===== src/sv/mrc_pkg.sv =====
package mrc_pkg;

    // Defaults for the top-level parameters
    localparam int DEF_MAX_FRAME_BYTES = 256;
    localparam int DEF_MAX_REGISTERS   = 125;

    // Field widths
    localparam int BYTE_W   = 8;
    localparam int INDEX_W  = 7;
    localparam int VALUE_W  = 16;
    localparam int STATUS_W = 3;
    localparam int COUNT_W  = 7;
    localparam int CFG_IDX_W = 1;
    localparam int CFG_DAT_W = 7;
    localparam int OUT_DATA_W = 40;

    // CRC-16/MODBUS
    localparam logic [15:0] CRC_INIT = 16'hFFFF;
    localparam logic [15:0] CRC_POLY = 16'hA001;

    localparam logic [BYTE_W-1:0] EXC_FLAG_MASK = 8'h80;
    localparam int MIN_LEN_READ  = 5;
    localparam int MIN_LEN_WRITE = 8;
    localparam int HDR_TRAIL_LEN = 5;

    // Response modes
    localparam logic MODE_READ  = 1'b0;
    localparam logic MODE_WRITE = 1'b1;

    // Configuration register indexes
    localparam logic [CFG_IDX_W-1:0] CFG_RESPONSE_MODE  = 1'd0;
    localparam logic [CFG_IDX_W-1:0] CFG_EXPECTED_COUNT = 1'd1;

    // Result kinds
    localparam logic RES_REGISTER = 1'b0;
    localparam logic RES_STATUS   = 1'b1;

    // Frame status codes
    localparam logic [STATUS_W-1:0] ST_OK         = 3'd0;
    localparam logic [STATUS_W-1:0] ST_TOO_SHORT  = 3'd1;
    localparam logic [STATUS_W-1:0] ST_EXCEPTION  = 3'd2;
    localparam logic [STATUS_W-1:0] ST_CRC_ERROR  = 3'd3;
    localparam logic [STATUS_W-1:0] ST_BAD_COUNT  = 3'd4;

    typedef struct packed {
        logic [BYTE_W-1:0] rx_byte;
        logic              end_of_frame;
    } t_item;

    typedef struct packed {
        logic                result_type;
        logic [INDEX_W-1:0]  register_index;
        logic [VALUE_W-1:0]  register_value;
        logic [STATUS_W-1:0] frame_status;
        logic [BYTE_W-1:0]   exception_code;
        logic                frame_done;
    } t_result;

    // One byte through the reflected CRC, one bit per step
    function automatic logic [15:0] crc_feed(input logic [15:0] crc_in,
                                             input logic [BYTE_W-1:0] data);
        logic [15:0] crc;
        crc = crc_in ^ {8'h00, data};
        for (int i = 0; i < 8; i++) begin
            if (crc[0]) begin
                crc = (crc >> 1) ^ CRC_POLY;
            end else begin
                crc = crc >> 1;
            end
        end
        return crc;
    endfunction

endpackage


===== src/sv/mrc_in_stage.sv =====
module mrc_in_stage
    import mrc_pkg::*;
(
    input  logic  i_clk,
    input  logic  i_rst_n,
    input  logic  i_valid,
    output logic  o_ready,
    input  t_item i_item,
    input  logic  i_advance,
    output logic  o_valid,
    output t_item o_item
);

    logic  r_valid;
    t_item r_item;

    // Take a new byte whenever the held one is empty or leaves this cycle
    assign o_ready = !r_valid || i_advance;

    always_ff @(posedge i_clk) begin
        if (!i_rst_n) begin
            r_valid <= 1'b0;
        end else if (o_ready) begin
            r_valid <= i_valid;
        end
    end

    always_ff @(posedge i_clk) begin
        if (o_ready && i_valid) begin
            r_item <= i_item;
        end
    end

    assign o_valid = r_valid;
    assign o_item  = r_item;

endmodule


===== src/sv/mrc_frame_check.sv =====
module mrc_frame_check
    import mrc_pkg::*;
#(
    parameter int MAX_FRAME_BYTES = DEF_MAX_FRAME_BYTES,
    parameter int MAX_REGISTERS   = DEF_MAX_REGISTERS
)(
    input  logic               i_clk,
    input  logic               i_rst_n,
    input  logic               i_mode,
    input  logic [COUNT_W-1:0] i_expected_count,
    input  logic               i_valid,
    input  t_item              i_item,
    input  logic               i_advance,
    output logic               o_has_result,
    output t_result            o_result
);

    localparam int PW = $clog2(MAX_FRAME_BYTES + 1);
    localparam int CW = (PW > 10) ? PW : 10;

    logic [15:0]       r_crc, n_crc;
    logic [PW-1:0]     r_pos, n_pos;
    logic [BYTE_W-1:0] r_d0, n_d0;
    logic [BYTE_W-1:0] r_d1, n_d1;
    logic              r_exc, n_exc;
    logic [BYTE_W-1:0] r_third, n_third;
    logic [BYTE_W-1:0] r_pending, n_pending;

    logic              in_range;
    logic [15:0]       crc_fed;
    logic [PW-1:0]     len;
    logic [CW-1:0]     len_w, third_w, k_w, min_len;
    logic [PW-1:0]     k;
    logic [15:0]       rx_crc;
    logic              reg_ok;

    always_comb begin
        in_range = r_pos < PW'(MAX_FRAME_BYTES);
        crc_fed  = (r_pos >= PW'(2)) ? crc_feed(r_crc, r_d0) : r_crc;
        len      = in_range ? r_pos + PW'(1) : r_pos;
        len_w    = CW'(len);

        n_crc     = crc_fed;
        n_pos     = len;
        n_d0      = r_d1;
        n_d1      = i_item.rx_byte;
        n_exc     = r_exc | ((r_pos == PW'(1)) && ((i_item.rx_byte & EXC_FLAG_MASK) != '0));
        n_third   = (r_pos == PW'(2)) ? i_item.rx_byte : r_third;
        n_pending = r_pending;

        third_w = CW'(n_third);
        rx_crc  = {i_item.rx_byte, r_d1};
        min_len = (i_mode == MODE_WRITE) ? CW'(MIN_LEN_WRITE) : CW'(MIN_LEN_READ);

        // Register number of the low byte at this position
        k      = (r_pos - PW'(4)) >> 1;
        k_w    = CW'(k);
        reg_ok = (k_w < CW'(i_expected_count)) && (k_w < CW'(MAX_REGISTERS))
                 && ((k_w << 1) + CW'(2) <= third_w);

        o_has_result = 1'b0;
        o_result     = '0;

        if (i_item.end_of_frame) begin
            o_has_result        = 1'b1;
            o_result.result_type = RES_STATUS;
            o_result.frame_done  = 1'b1;
            o_result.exception_code = n_exc ? n_third : '0;
            if (len_w < min_len) begin
                o_result.frame_status = ST_TOO_SHORT;
            end else if (n_exc) begin
                o_result.frame_status = ST_EXCEPTION;
            end else if (rx_crc != crc_fed) begin
                o_result.frame_status = ST_CRC_ERROR;
            end else if ((i_mode == MODE_READ) &&
                         ((len_w != third_w + CW'(HDR_TRAIL_LEN)) ||
                          (third_w < (CW'(i_expected_count) << 1)))) begin
                o_result.frame_status = ST_BAD_COUNT;
            end else begin
                o_result.frame_status = ST_OK;
            end
            // Drop all per-frame state
            n_crc     = CRC_INIT;
            n_pos     = '0;
            n_d0      = '0;
            n_d1      = '0;
            n_exc     = 1'b0;
            n_third   = '0;
            n_pending = '0;
        end else if ((i_mode == MODE_READ) && in_range && (r_pos >= PW'(3)) && !n_exc) begin
            if (r_pos[0]) begin
                n_pending = i_item.rx_byte;
            end else if (reg_ok) begin
                o_has_result            = 1'b1;
                o_result.result_type    = RES_REGISTER;
                o_result.register_index = k[INDEX_W-1:0];
                o_result.register_value = {r_pending, i_item.rx_byte};
            end
        end

        if (!i_valid) begin
            o_has_result = 1'b0;
        end
    end

    always_ff @(posedge i_clk) begin
        if (!i_rst_n) begin
            r_crc     <= CRC_INIT;
            r_pos     <= '0;
            r_d0      <= '0;
            r_d1      <= '0;
            r_exc     <= 1'b0;
            r_third   <= '0;
            r_pending <= '0;
        end else if (i_advance) begin
            r_crc     <= n_crc;
            r_pos     <= n_pos;
            r_d0      <= n_d0;
            r_d1      <= n_d1;
            r_exc     <= n_exc;
            r_third   <= n_third;
            r_pending <= n_pending;
        end
    end

endmodule


===== src/sv/mrc_out_stage.sv =====
module mrc_out_stage
    import mrc_pkg::*;
(
    input  logic    i_clk,
    input  logic    i_rst_n,
    input  logic    i_load,
    input  t_result i_result,
    input  logic    i_ready,
    output logic    o_free,
    output logic    o_valid,
    output t_result o_result
);

    logic    r_valid;
    t_result r_result;

    // Slot is usable if empty or being drained this cycle
    assign o_free = !r_valid || i_ready;

    always_ff @(posedge i_clk) begin
        if (!i_rst_n) begin
            r_valid <= 1'b0;
        end else if (i_load) begin
            r_valid <= 1'b1;
        end else if (i_ready) begin
            r_valid <= 1'b0;
        end
    end

    always_ff @(posedge i_clk) begin
        if (i_load) begin
            r_result <= i_result;
        end
    end

    assign o_valid  = r_valid;
    assign o_result = r_result;

endmodule


===== src/sv/modbus_rtu_response_checker_top.sv =====
// Modbus RTU response checker.
// Slave stream: one response byte per request on tdata, tlast on the final
// byte of the frame. Master stream: one result per request; tuser is the
// result kind (0 register value, 1 frame status), tlast marks the status
// result that closes the frame. Register results come out in read mode as
// each expected register completes; every frame ends with exactly one status.
// Config channel: index 0 sets the response mode (0 read, 1 write single),
// index 1 the expected register count; always ready, write while idle.
// Throughput: one byte per cycle unless a byte that gives a result waits for
// the result register; the CRC update is a single bytewise step between
// the input register and the result register. A byte is held in the input
// register, then its result in the result register.
// Reset (synchronous, active low) empties both registers, sets read mode, an
// expected count of 1 and CRC_INIT, and clears the rest of the frame state.
// Stall: a held result does not block bytes that give no result; a byte
// that gives a result waits in the input register until the result
// register is drained, and only then does the slave side back-pressure.
module modbus_rtu_response_checker_top
    import mrc_pkg::*;
#(
    parameter int MAX_FRAME_BYTES = DEF_MAX_FRAME_BYTES,
    parameter int MAX_REGISTERS   = DEF_MAX_REGISTERS
)(
    input  logic                  i_clk,
    input  logic                  i_rst_n,
    // Slave side
    input  logic                  i_s_axis_tvalid,
    output logic                  o_s_axis_tready,
    input  logic [BYTE_W-1:0]     i_s_axis_tdata,   // [7:0] rx_byte
    input  logic                  i_s_axis_tlast,   // end_of_frame
    // Master side
    output logic                  o_m_axis_tvalid,
    input  logic                  i_m_axis_tready,
    // [6:0] register_index, [22:7] register_value, [25:23] frame_status,
    // [33:26] exception_code, [39:34] zero
    output logic [OUT_DATA_W-1:0] o_m_axis_tdata,
    output logic                  o_m_axis_tuser,   // result_type
    output logic                  o_m_axis_tlast,   // frame_done
    // Configuration write channel
    input  logic                  i_cfg_valid,
    output logic                  o_cfg_ready,
    input  logic [CFG_IDX_W-1:0]  i_cfg_index,
    input  logic [CFG_DAT_W-1:0]  i_cfg_data
);

    logic               r_mode;
    logic [COUNT_W-1:0] r_expected_count;

    t_item   in_item, held_item;
    logic    held_valid;
    logic    has_result;
    t_result result, out_result;
    logic    out_free;
    logic    advance;

    // Configuration registers; the port never stalls
    assign o_cfg_ready = 1'b1;

    always_ff @(posedge i_clk) begin
        if (!i_rst_n) begin
            r_mode           <= MODE_READ;
            r_expected_count <= COUNT_W'(1);
        end else if (i_cfg_valid) begin
            case (i_cfg_index)
                CFG_RESPONSE_MODE:  r_mode           <= i_cfg_data[0];
                CFG_EXPECTED_COUNT: r_expected_count <= i_cfg_data[COUNT_W-1:0];
                default:            r_mode           <= r_mode;
            endcase
        end
    end

    assign in_item.rx_byte      = i_s_axis_tdata;
    assign in_item.end_of_frame = i_s_axis_tlast;

    // Advance the held byte unless it yields a result with no room for it
    assign advance = held_valid && (!has_result || out_free);

    mrc_in_stage u_in (
        .i_clk     (i_clk),
        .i_rst_n   (i_rst_n),
        .i_valid   (i_s_axis_tvalid),
        .o_ready   (o_s_axis_tready),
        .i_item    (in_item),
        .i_advance (advance),
        .o_valid   (held_valid),
        .o_item    (held_item)
    );

    mrc_frame_check #(
        .MAX_FRAME_BYTES (MAX_FRAME_BYTES),
        .MAX_REGISTERS   (MAX_REGISTERS)
    ) u_check (
        .i_clk            (i_clk),
        .i_rst_n          (i_rst_n),
        .i_mode           (r_mode),
        .i_expected_count (r_expected_count),
        .i_valid          (held_valid),
        .i_item           (held_item),
        .i_advance        (advance),
        .o_has_result     (has_result),
        .o_result         (result)
    );

    mrc_out_stage u_out (
        .i_clk    (i_clk),
        .i_rst_n  (i_rst_n),
        .i_load   (advance && has_result),
        .i_result (result),
        .i_ready  (i_m_axis_tready),
        .o_free   (out_free),
        .o_valid  (o_m_axis_tvalid),
        .o_result (out_result)
    );

    assign o_m_axis_tdata = {6'd0,
                             out_result.exception_code,
                             out_result.frame_status,
                             out_result.register_value,
                             out_result.register_index};
    assign o_m_axis_tuser = out_result.result_type;
    assign o_m_axis_tlast = out_result.frame_done;

endmodule

===== config.mk =====
export PLATFORM = sky130hd
export DESIGN_NAME = modbus_rtu_response_checker_top
export DESIGN_NICKNAME = d
export VERILOG_FILES = /design/src/sv/mrc_pkg.sv /design/src/sv/mrc_in_stage.sv /design/src/sv/mrc_frame_check.sv /design/src/sv/mrc_out_stage.sv /design/src/sv/modbus_rtu_response_checker_top.sv
export SDC_FILE = /design/constraint.sdc
export NUM_CORES = 1
export LEC_CHECK = 0
export BUFFER_PORTS_ARGS = -buffer_cell sky130_fd_sc_hd__buf_2
export CAP_MARGIN = 20
export CORE_MARGIN = 3
export CORE_UTILIZATION = 55
export DETAILED_ROUTE_END_ITERATION = 12
export GPL_TIMING_DRIVEN = 1
export PLACE_DENSITY = 0.71
export SYNTH_ARGS = -nofsm -noshare
export SYNTH_HDL_FRONTEND = slang
export SYNTH_HIERARCHICAL = 1
export SYNTH_SLANG_ARGS = --single-unit

===== constraint.sdc =====
create_clock -name i_clk -period 5.7 [get_ports i_clk]
set_clock_uncertainty 0.15 [all_clocks]
set_input_delay 0.57 -clock i_clk [delete_from_list [all_inputs] [get_ports i_clk]]
set_output_delay 0.57 -clock i_clk [all_outputs]
set_load 0.05 [all_outputs]

# Word-level counts from Yosys, hierarchy flattened

Index checks and enable logic that the tools add are counted.

Register bits: 113
Bits of input ports: 22
Output and inout bits: 45

Eq/ne operators: 4
Magnitude comparators: 8
Multiplexer cells: 36
$add $sub $neg: 4
Reductions and logical operators: 28
Bitwise logic cells: 15

Operator list:

| kind                   | count |
|---|---|
| $mux W16               | 10 |
| $mux W8                | 7 |
| $mux W23               | 2 |
| $mux W24               | 1 |
| $not A2 Y3             | 8 |
| $ge A9 B2 Y1 const B   | 2 |
| $mux W9                | 2 |
| $ne A16 B16 Y1         | 1 |
| $xor A16 B8 Y16        | 1 |
| $add A9 B2 Y10 const B | 1 |
| $le A10 B8 Y1          | 1 |
| $logic_and A1 B1 Y1    | 10 |
| $lt A9 B10 Y1          | 1 |
| $mux W1                | 10 |
| $ne A9 B10 Y1          | 1 |
| $add A8 B3 Y9 const B  | 1 |
| $add A9 B1 Y9 const B  | 1 |
| $eq A9 B1 Y1 const B   | 1 |
| $eq A9 B2 Y1 const B   | 1 |
| $lt A9 B9 Y1 const B   | 1 |
| $sub A9 B3 Y9 const B  | 1 |
| $lt A8 B7 Y1           | 1 |
| $lt A8 B7 Y1 const B   | 1 |
| $lt A8 B8 Y1           | 1 |
| 12 further kinds       | 28 |

# Depth between registers and ports, before layout

Depth after elaboration: 22
Mapped depth: 21

# Cells and area by module

The synthesis kept the hierarchy.

Modules (own cells, without submodules):

| module                          | times used | cells an instance | area an instance (µm²) |
|---|---|---|---|
| mrc_frame_check                 | 1          | 601               | 4714.5 |
| mrc_out_stage                   | 1          | 40                | 1129.8 |
| modbus_rtu_response_checker_top | 1          | 49                | 410.4 |
| mrc_in_stage                    | 1          | 14                | 327.8 |

# Least setup slack after synthesis

No wires, ideal clock.

Path kind: register to register
Start: reg u_check.r_pos[2]
End: reg u_out.r_result (netlist bit u_out/o_result[0]), enable pin
Data arrival time: 4115 ps
Clock period less this slack: 4663 ps
Data required time: 5152 ps
Path slack: 1037 ps
Path buffers: 1
Cell stages (with the launch flop): 15
Cell sequence: dfxtp_1 inv_1 ha_1 or4b_1 nor2_4 buf_4 nor2_1 a21oi_1 ha_1 o21a_1 o21a_1 o22ai_1 o221ai_2 a21boi_0 and3_1

Cells in the longest elaborated chain, start to end: 13

Ends and longest elaborated chain:

| item                                                        | RTL line                                     | text |
|---|---|---|
| start: declaration                                          | mrc_frame_check.sv:22                        | `logic [PW-1:0] r_pos, n_pos;` |
| start signal: assignment                                    | mrc_frame_check.sv:117                       | `r_pos <= n_pos;` |
| $sub A9 B3 Y9 / $eq A9 B2 Y1 (equally long branches)        | mrc_frame_check.sv:56, mrc_frame_check.sv:48 |  |
| $add A9 B2 Y10, or another cell as far along                | mrc_frame_check.sv:59                        | `&& ((k_w << 1) + CW'(2) <= third_w);` |
| $le A10 B8 Y1 / $logic_and A1 B1 Y1 (equally long branches) | mrc_frame_check.sv:59, mrc_frame_check.sv:58 |  |
| $logic_and A1 B1 Y1                                         | mrc_frame_check.sv:59                        |  |
| $mux W1                                                     | mrc_frame_check.sv:93                        | `end else if (reg_ok) begin` |
| $mux W1                                                     | mrc_frame_check.sv:91                        | `if (r_pos[0]) begin` |
| $mux W1 (*)                                                 | mrc_frame_check.sv:90                        | `end else if ((i_mode == MODE_READ) && in_range && (r_pos >= PW'(3)) && !n_exc) begin` |
| $mux W1 (*)                                                 | mrc_frame_check.sv:64                        | `if (i_item.end_of_frame) begin` |
| $mux W1 (*)                                                 | mrc_frame_check.sv:101                       | `if (!i_valid) begin` |
| net has_result                                              | modbus_rtu_response_checker_top.sv:51        | `logic has_result;` |
| $logic_not A1 Y1                                            | modbus_rtu_response_checker_top.sv:76        | `assign advance = held_valid && (!has_result \|\| out_free);` |
| $logic_or A1 B1 Y1                                          | modbus_rtu_response_checker_top.sv:76        |  |
| $logic_and A1 B1 Y1                                         | modbus_rtu_response_checker_top.sv:76        |  |
| $logic_and A1 B1 Y1 (*)                                     | modbus_rtu_response_checker_top.sv:107       | `.i_load (advance && has_result),` |
| end signal: assignment                                      | mrc_out_stage.sv:32                          | `r_result <= i_result;` |
| end: declaration                                            | mrc_out_stage.sv:15                          | `t_result r_result;` |

Mark *: on every way through the listed nets, which the timed path passes. The rest lies on a longest branch.
A chain may end at the register's enable or synchronous reset.

# Worst setup path in the final report

Start: reg u_check.r_pos[2]
End: out o_s_axis_tready

Cells in the longest elaborated chain, start to end: 13

Ends and longest elaborated chain:

| item                                                        | RTL line                                     | text |
|---|---|---|
| $sub A9 B3 Y9 / $eq A9 B2 Y1 (equally long branches)        | mrc_frame_check.sv:56, mrc_frame_check.sv:48 |  |
| $add A9 B2 Y10, or another cell as far along                | mrc_frame_check.sv:59                        |  |
| $le A10 B8 Y1 / $logic_and A1 B1 Y1 (equally long branches) | mrc_frame_check.sv:59, mrc_frame_check.sv:58 |  |
| $logic_and A1 B1 Y1                                         | mrc_frame_check.sv:59                        |  |
| $mux W1                                                     | mrc_frame_check.sv:93                        |  |
| $mux W1                                                     | mrc_frame_check.sv:91                        |  |
| $mux W1 (*)                                                 | mrc_frame_check.sv:90                        |  |
| $mux W1 (*)                                                 | mrc_frame_check.sv:64                        |  |
| $mux W1 (*)                                                 | mrc_frame_check.sv:101                       |  |
| net has_result                                              | modbus_rtu_response_checker_top.sv:51        |  |
| $logic_not A1 Y1 (*)                                        | modbus_rtu_response_checker_top.sv:76        |  |
| $logic_or A1 B1 Y1 (*)                                      | modbus_rtu_response_checker_top.sv:76        |  |
| $logic_and A1 B1 Y1 (*)                                     | modbus_rtu_response_checker_top.sv:76        |  |
| net advance                                                 | modbus_rtu_response_checker_top.sv:54        | `logic advance;` |
| $logic_or A1 B1 Y1 (*)                                      | mrc_in_stage.sv:18                           | `assign o_ready = !r_valid \|\| i_advance;` |
| end: declaration                                            | modbus_rtu_response_checker_top.sv:28        | `output logic o_s_axis_tready,` |

Marks and branches as above.

==> results.md <==
* Clk sinks at between 100 and 150
* Worst-Skew Late Latency at between 400 and 500 ps
* Height of the die at 115 um
* Int Power at between 1 and 1.5 mW
* Status: completed
* Fin area at 7450 um^2
* Share of layout cells above drive strength 1 at 0.159
* I/O pin count at 67
* Clock power share at 0.478
* CTS root buffer: clkbuf_16
* Worst-Margin Slew at between 800 and 900 ps
* Total Power at roughly 2.0 mW
* CTS Buffer Depth at 2
* Worst Path Arrival at 4660 ps
* Post-synth top area cell: dfxtp_1
* Placed Instance Area at 6890 um^2
* Util after Layout at 0.644
* Final-layout fill cell count at 963
* Vias in the first global route at 5067
* Vias/cell at 5.84
* Die ar. at 13300 um^2
* Max Slew Vio Count at 0
* Antenna-violating nets left at 0
* Total negative setup slack at 0 ps
* Maximum VDD drop at 0.244 mV
* Sequential area share after synthesis at 0.412
* Comb pwr share at 0.078
* Post-synthesis cell area at 6580 um^2
* YS warnings at 6
* Syn Inst Count at 704
* Critical setup path kind: register to primary output
* Most numerous cell on the critical path: ha_1
* Commonest non-fill, non-tap cells in the layout: 68 x dfxtp_1, 59 x nand2_1, 59 x buf_2
* Gr ovfl total at 0
* Nets at 799
* Tcrit/Tclk final at 0.943
* Pre-antenna DRT Iters at 7
* Avg Synthesized Cell Area at 9.35 um^2
* EDFF count, synth at 45
* Initial antenna violation count at 0
* Core area at 11600 um^2
* Chip width at 115 um
* Req. time, crit path at 4980 ps
* Final wirelength at 16.5 mm
* Fin crit period at 5380 ps
* CTS Buf Count at 17
* Critical Path Sink Type: primary output
* Critical-path cell list: inv_1 > ha_1 > or4b_1 > nor2_4 > a21oi_2 > ha_1 > a41o_1 > a21o_1 > a221oi_2 > o221ai_2 > a21boi_0 > a21boi_4 > nand2b_4 > buf_2
* Switching part of the total at 0.242
* Pwr Density at ~270 nW/um^2
* Min-delay worst type: input pin to register
* Global placement routability congestion at 0.979
* RSZ-0062 raised after global routing: false
* Commonest non-fill, non-tap cell in the layout: dfxtp_1
* I/O Buffers at 59
* M1 GR Usage at 0.368
* Std cell rows at 39
* Post-synth ARST share at 0
* Flop pwr share at 0.445
* Synth area leaders: dfxtp_1 21%, edfxtp_1 21%, xnor2_1 6.5%, ha_1 5.5%, and2_1 4.6%
* Yosys cell types at 70
* CTS clk-pin slew, worst paths at 50 ps
* DP HPWL at 11.7 mm
* Initial Util at 0.569
* Met3 Use GR at 0.0695
* Worst-path maximum fanout at 16
* Area delta synth->final at 13.2%
* Slowest CP cell: or4b_1
* GRT busiest layer: met2
* Top FF cell, synth: dfxtp_1
* Final Hold Vio Count at 0
* Crit path largest cell delay at 570 ps
* Seq cells post-synth at 113
* Post-CTS Setup Bufs at 0
* Gr usage total at 0.264
* Vias at about 5300
* Drt wl/cell at 18.3 um
* Yosys top cell area share at 0.207
* Setup slack after placement at just under 600 ps
* Max-slew headroom at 0.420
* Fin worst setup slack at 323 ps
* Routing usage on met2 at 0.385
* CTS tree: built
* First-pass GRT wire length at about 27 mm
* ANT cells at 0
* DRC errors left at 0
* Crit path launch type: register
* Net Switching at about 0.48 mW
* Max Cap Violations at 0
* Leakage at 2.85 nW
* Number of DRC markers in iteration 0 at 502
* Largest net degree at the start of global routing at 75
* Final setup violation count at 0
* Post-CTS Hold Buffers at 0
* H-tree levels at 4
* Fmax at approximately 190 MHz
critical path, delay by kind of cell, from the launching register on:
kind | cells | cell delay (ps)
AO/OA/AOI/OAI | 7 | 1550
AND/OR/NAND/NOR | 3 | 1130
adder cells (fa/ha/maj) | 2 | 730
buffers and inverters | 2 | 420
flip-flops | 1 | 400
state kept, by name, indices dropped and copies added (netlist names), 7 cells and up:
name               flops
r_expected_count       7
u_check/r_pending      8
u_check/r_d0           8
u_in/o_item            9
u_check/r_third        8
u_check/r_crc         16
u_out/o_result        36
u_check/r_d1           8
u_check/r_pos          9
logic make-up after synthesis:
group,count (synthesis),share of synthesized area
AOI/OAI and AO/OA,135,0.139
other,2,0.00114
buffers and inverters,105,0.0707
DFF,113,0.412
adders and majority gates,29,0.0551
muxes,16,0.0247
and+or+nand+nor,237,0.201
xor gates and xnor gates,67,0.0958
area by class of cell:
| cell class | count | area [um^2] | area share |
|---|---|---|---|
| multi-input cells | 491 | 3440 | 0.462 |
| flip-flops and latches | 113 | 2710 | 0.364 |
| clock buffers | 21 | 440 | 0.0591 |
| repair buffers | 67 | 368 | 0.0494 |
| inverters | 58 | 218 | 0.0292 |
| well taps | 143 | 179 | 0.0240 |
| clock inverters | 11 | 91.3 | 0.0123 |
layer usage:
metal	wire, um	vias to the layer above
met3	1330	44
met4	457	0
met1	7600	2484
li1	-	2531
met5	0	-
met2	7140	223
power groups by stage:
stage | registers (mW) | clock network [mW] | logic (mW)
4_1_cts | 0.877 | 0.964 | 0.150
3_5_place_dp | 0.893 | 0 | 0.149
3_3_place_gp | 0.894 | 0 | 0.146
5_1_grt | 0.879 | 1.00 | 0.167
6_report | 0.879 | 0.944 | 0.153
2_1_floorplan | 0.894 | 0 | 0.109
cell usage after synthesis, types with 3 or more instances:
master / n
o21ai_0: 13
buf_4: 12
edfxtp_1: 45
or3_1: 5
clkbuf_1: 28
and2_1: 48
nand4_1: 14
ha_1: 29
a31oi_1: 3
and3_1: 5
nor2b_1: 20
a211oi_1: 3
a22oi_1: 11
xnor2_1: 49
o21a_1: 4
nand3_1: 9
nand2b_1: 3
mux2i_1: 14
buf_2: 3
a21oi_2: 4
inv_1: 58
o32ai_1: 3
nand2_1: 59
xor2_1: 15
nor3_1: 18
nor3b_1: 3
a21oi_1: 18
o22ai_1: 41
nor2_1: 29
buf_6: 3
o21ai_1: 8
a21o_1: 8
dfxtp_1: 68
per-stage QoR:
| stage | instances | hold slack [ps] |
|---|---|---|
| floorplan | 709 | 278 |
| global placement | 871 | 287 |
| detailed placement | 871 | 298 |
| CTS | 903 | 160 |
| global route | 904 | 156 |
| finish | 904 | 181 |
final timing paths:
kind | start | to | slack, ps | cells past startpoint
worst max-delay path | u_check/r_pos[2]$_SDFFE_PN0P_ | o_s_axis_tready | 320 | 14
worst min-delay path | i_s_axis_tlast | u_in/o_item[0]$_DFFE_PP_ | 180 | 1
worst max register to register | u_check/r_pos[2]$_SDFFE_PN0P_ | u_check/r_pos[4]$_SDFFE_PN0P_ | 530 | 16
worst min register to register | r_expected_count[4]$_SDFFE_PN0P_ | r_expected_count[4]$_SDFFE_PN0P_ | 300 | 2
repair_timing:
action                                 in CTS  in global routing
setup endpoints to repair                   0                  1
endpoints found under the hold margin       0                  0
gates resized for setup                     0                  1
(Power assumes the default switching activity.)
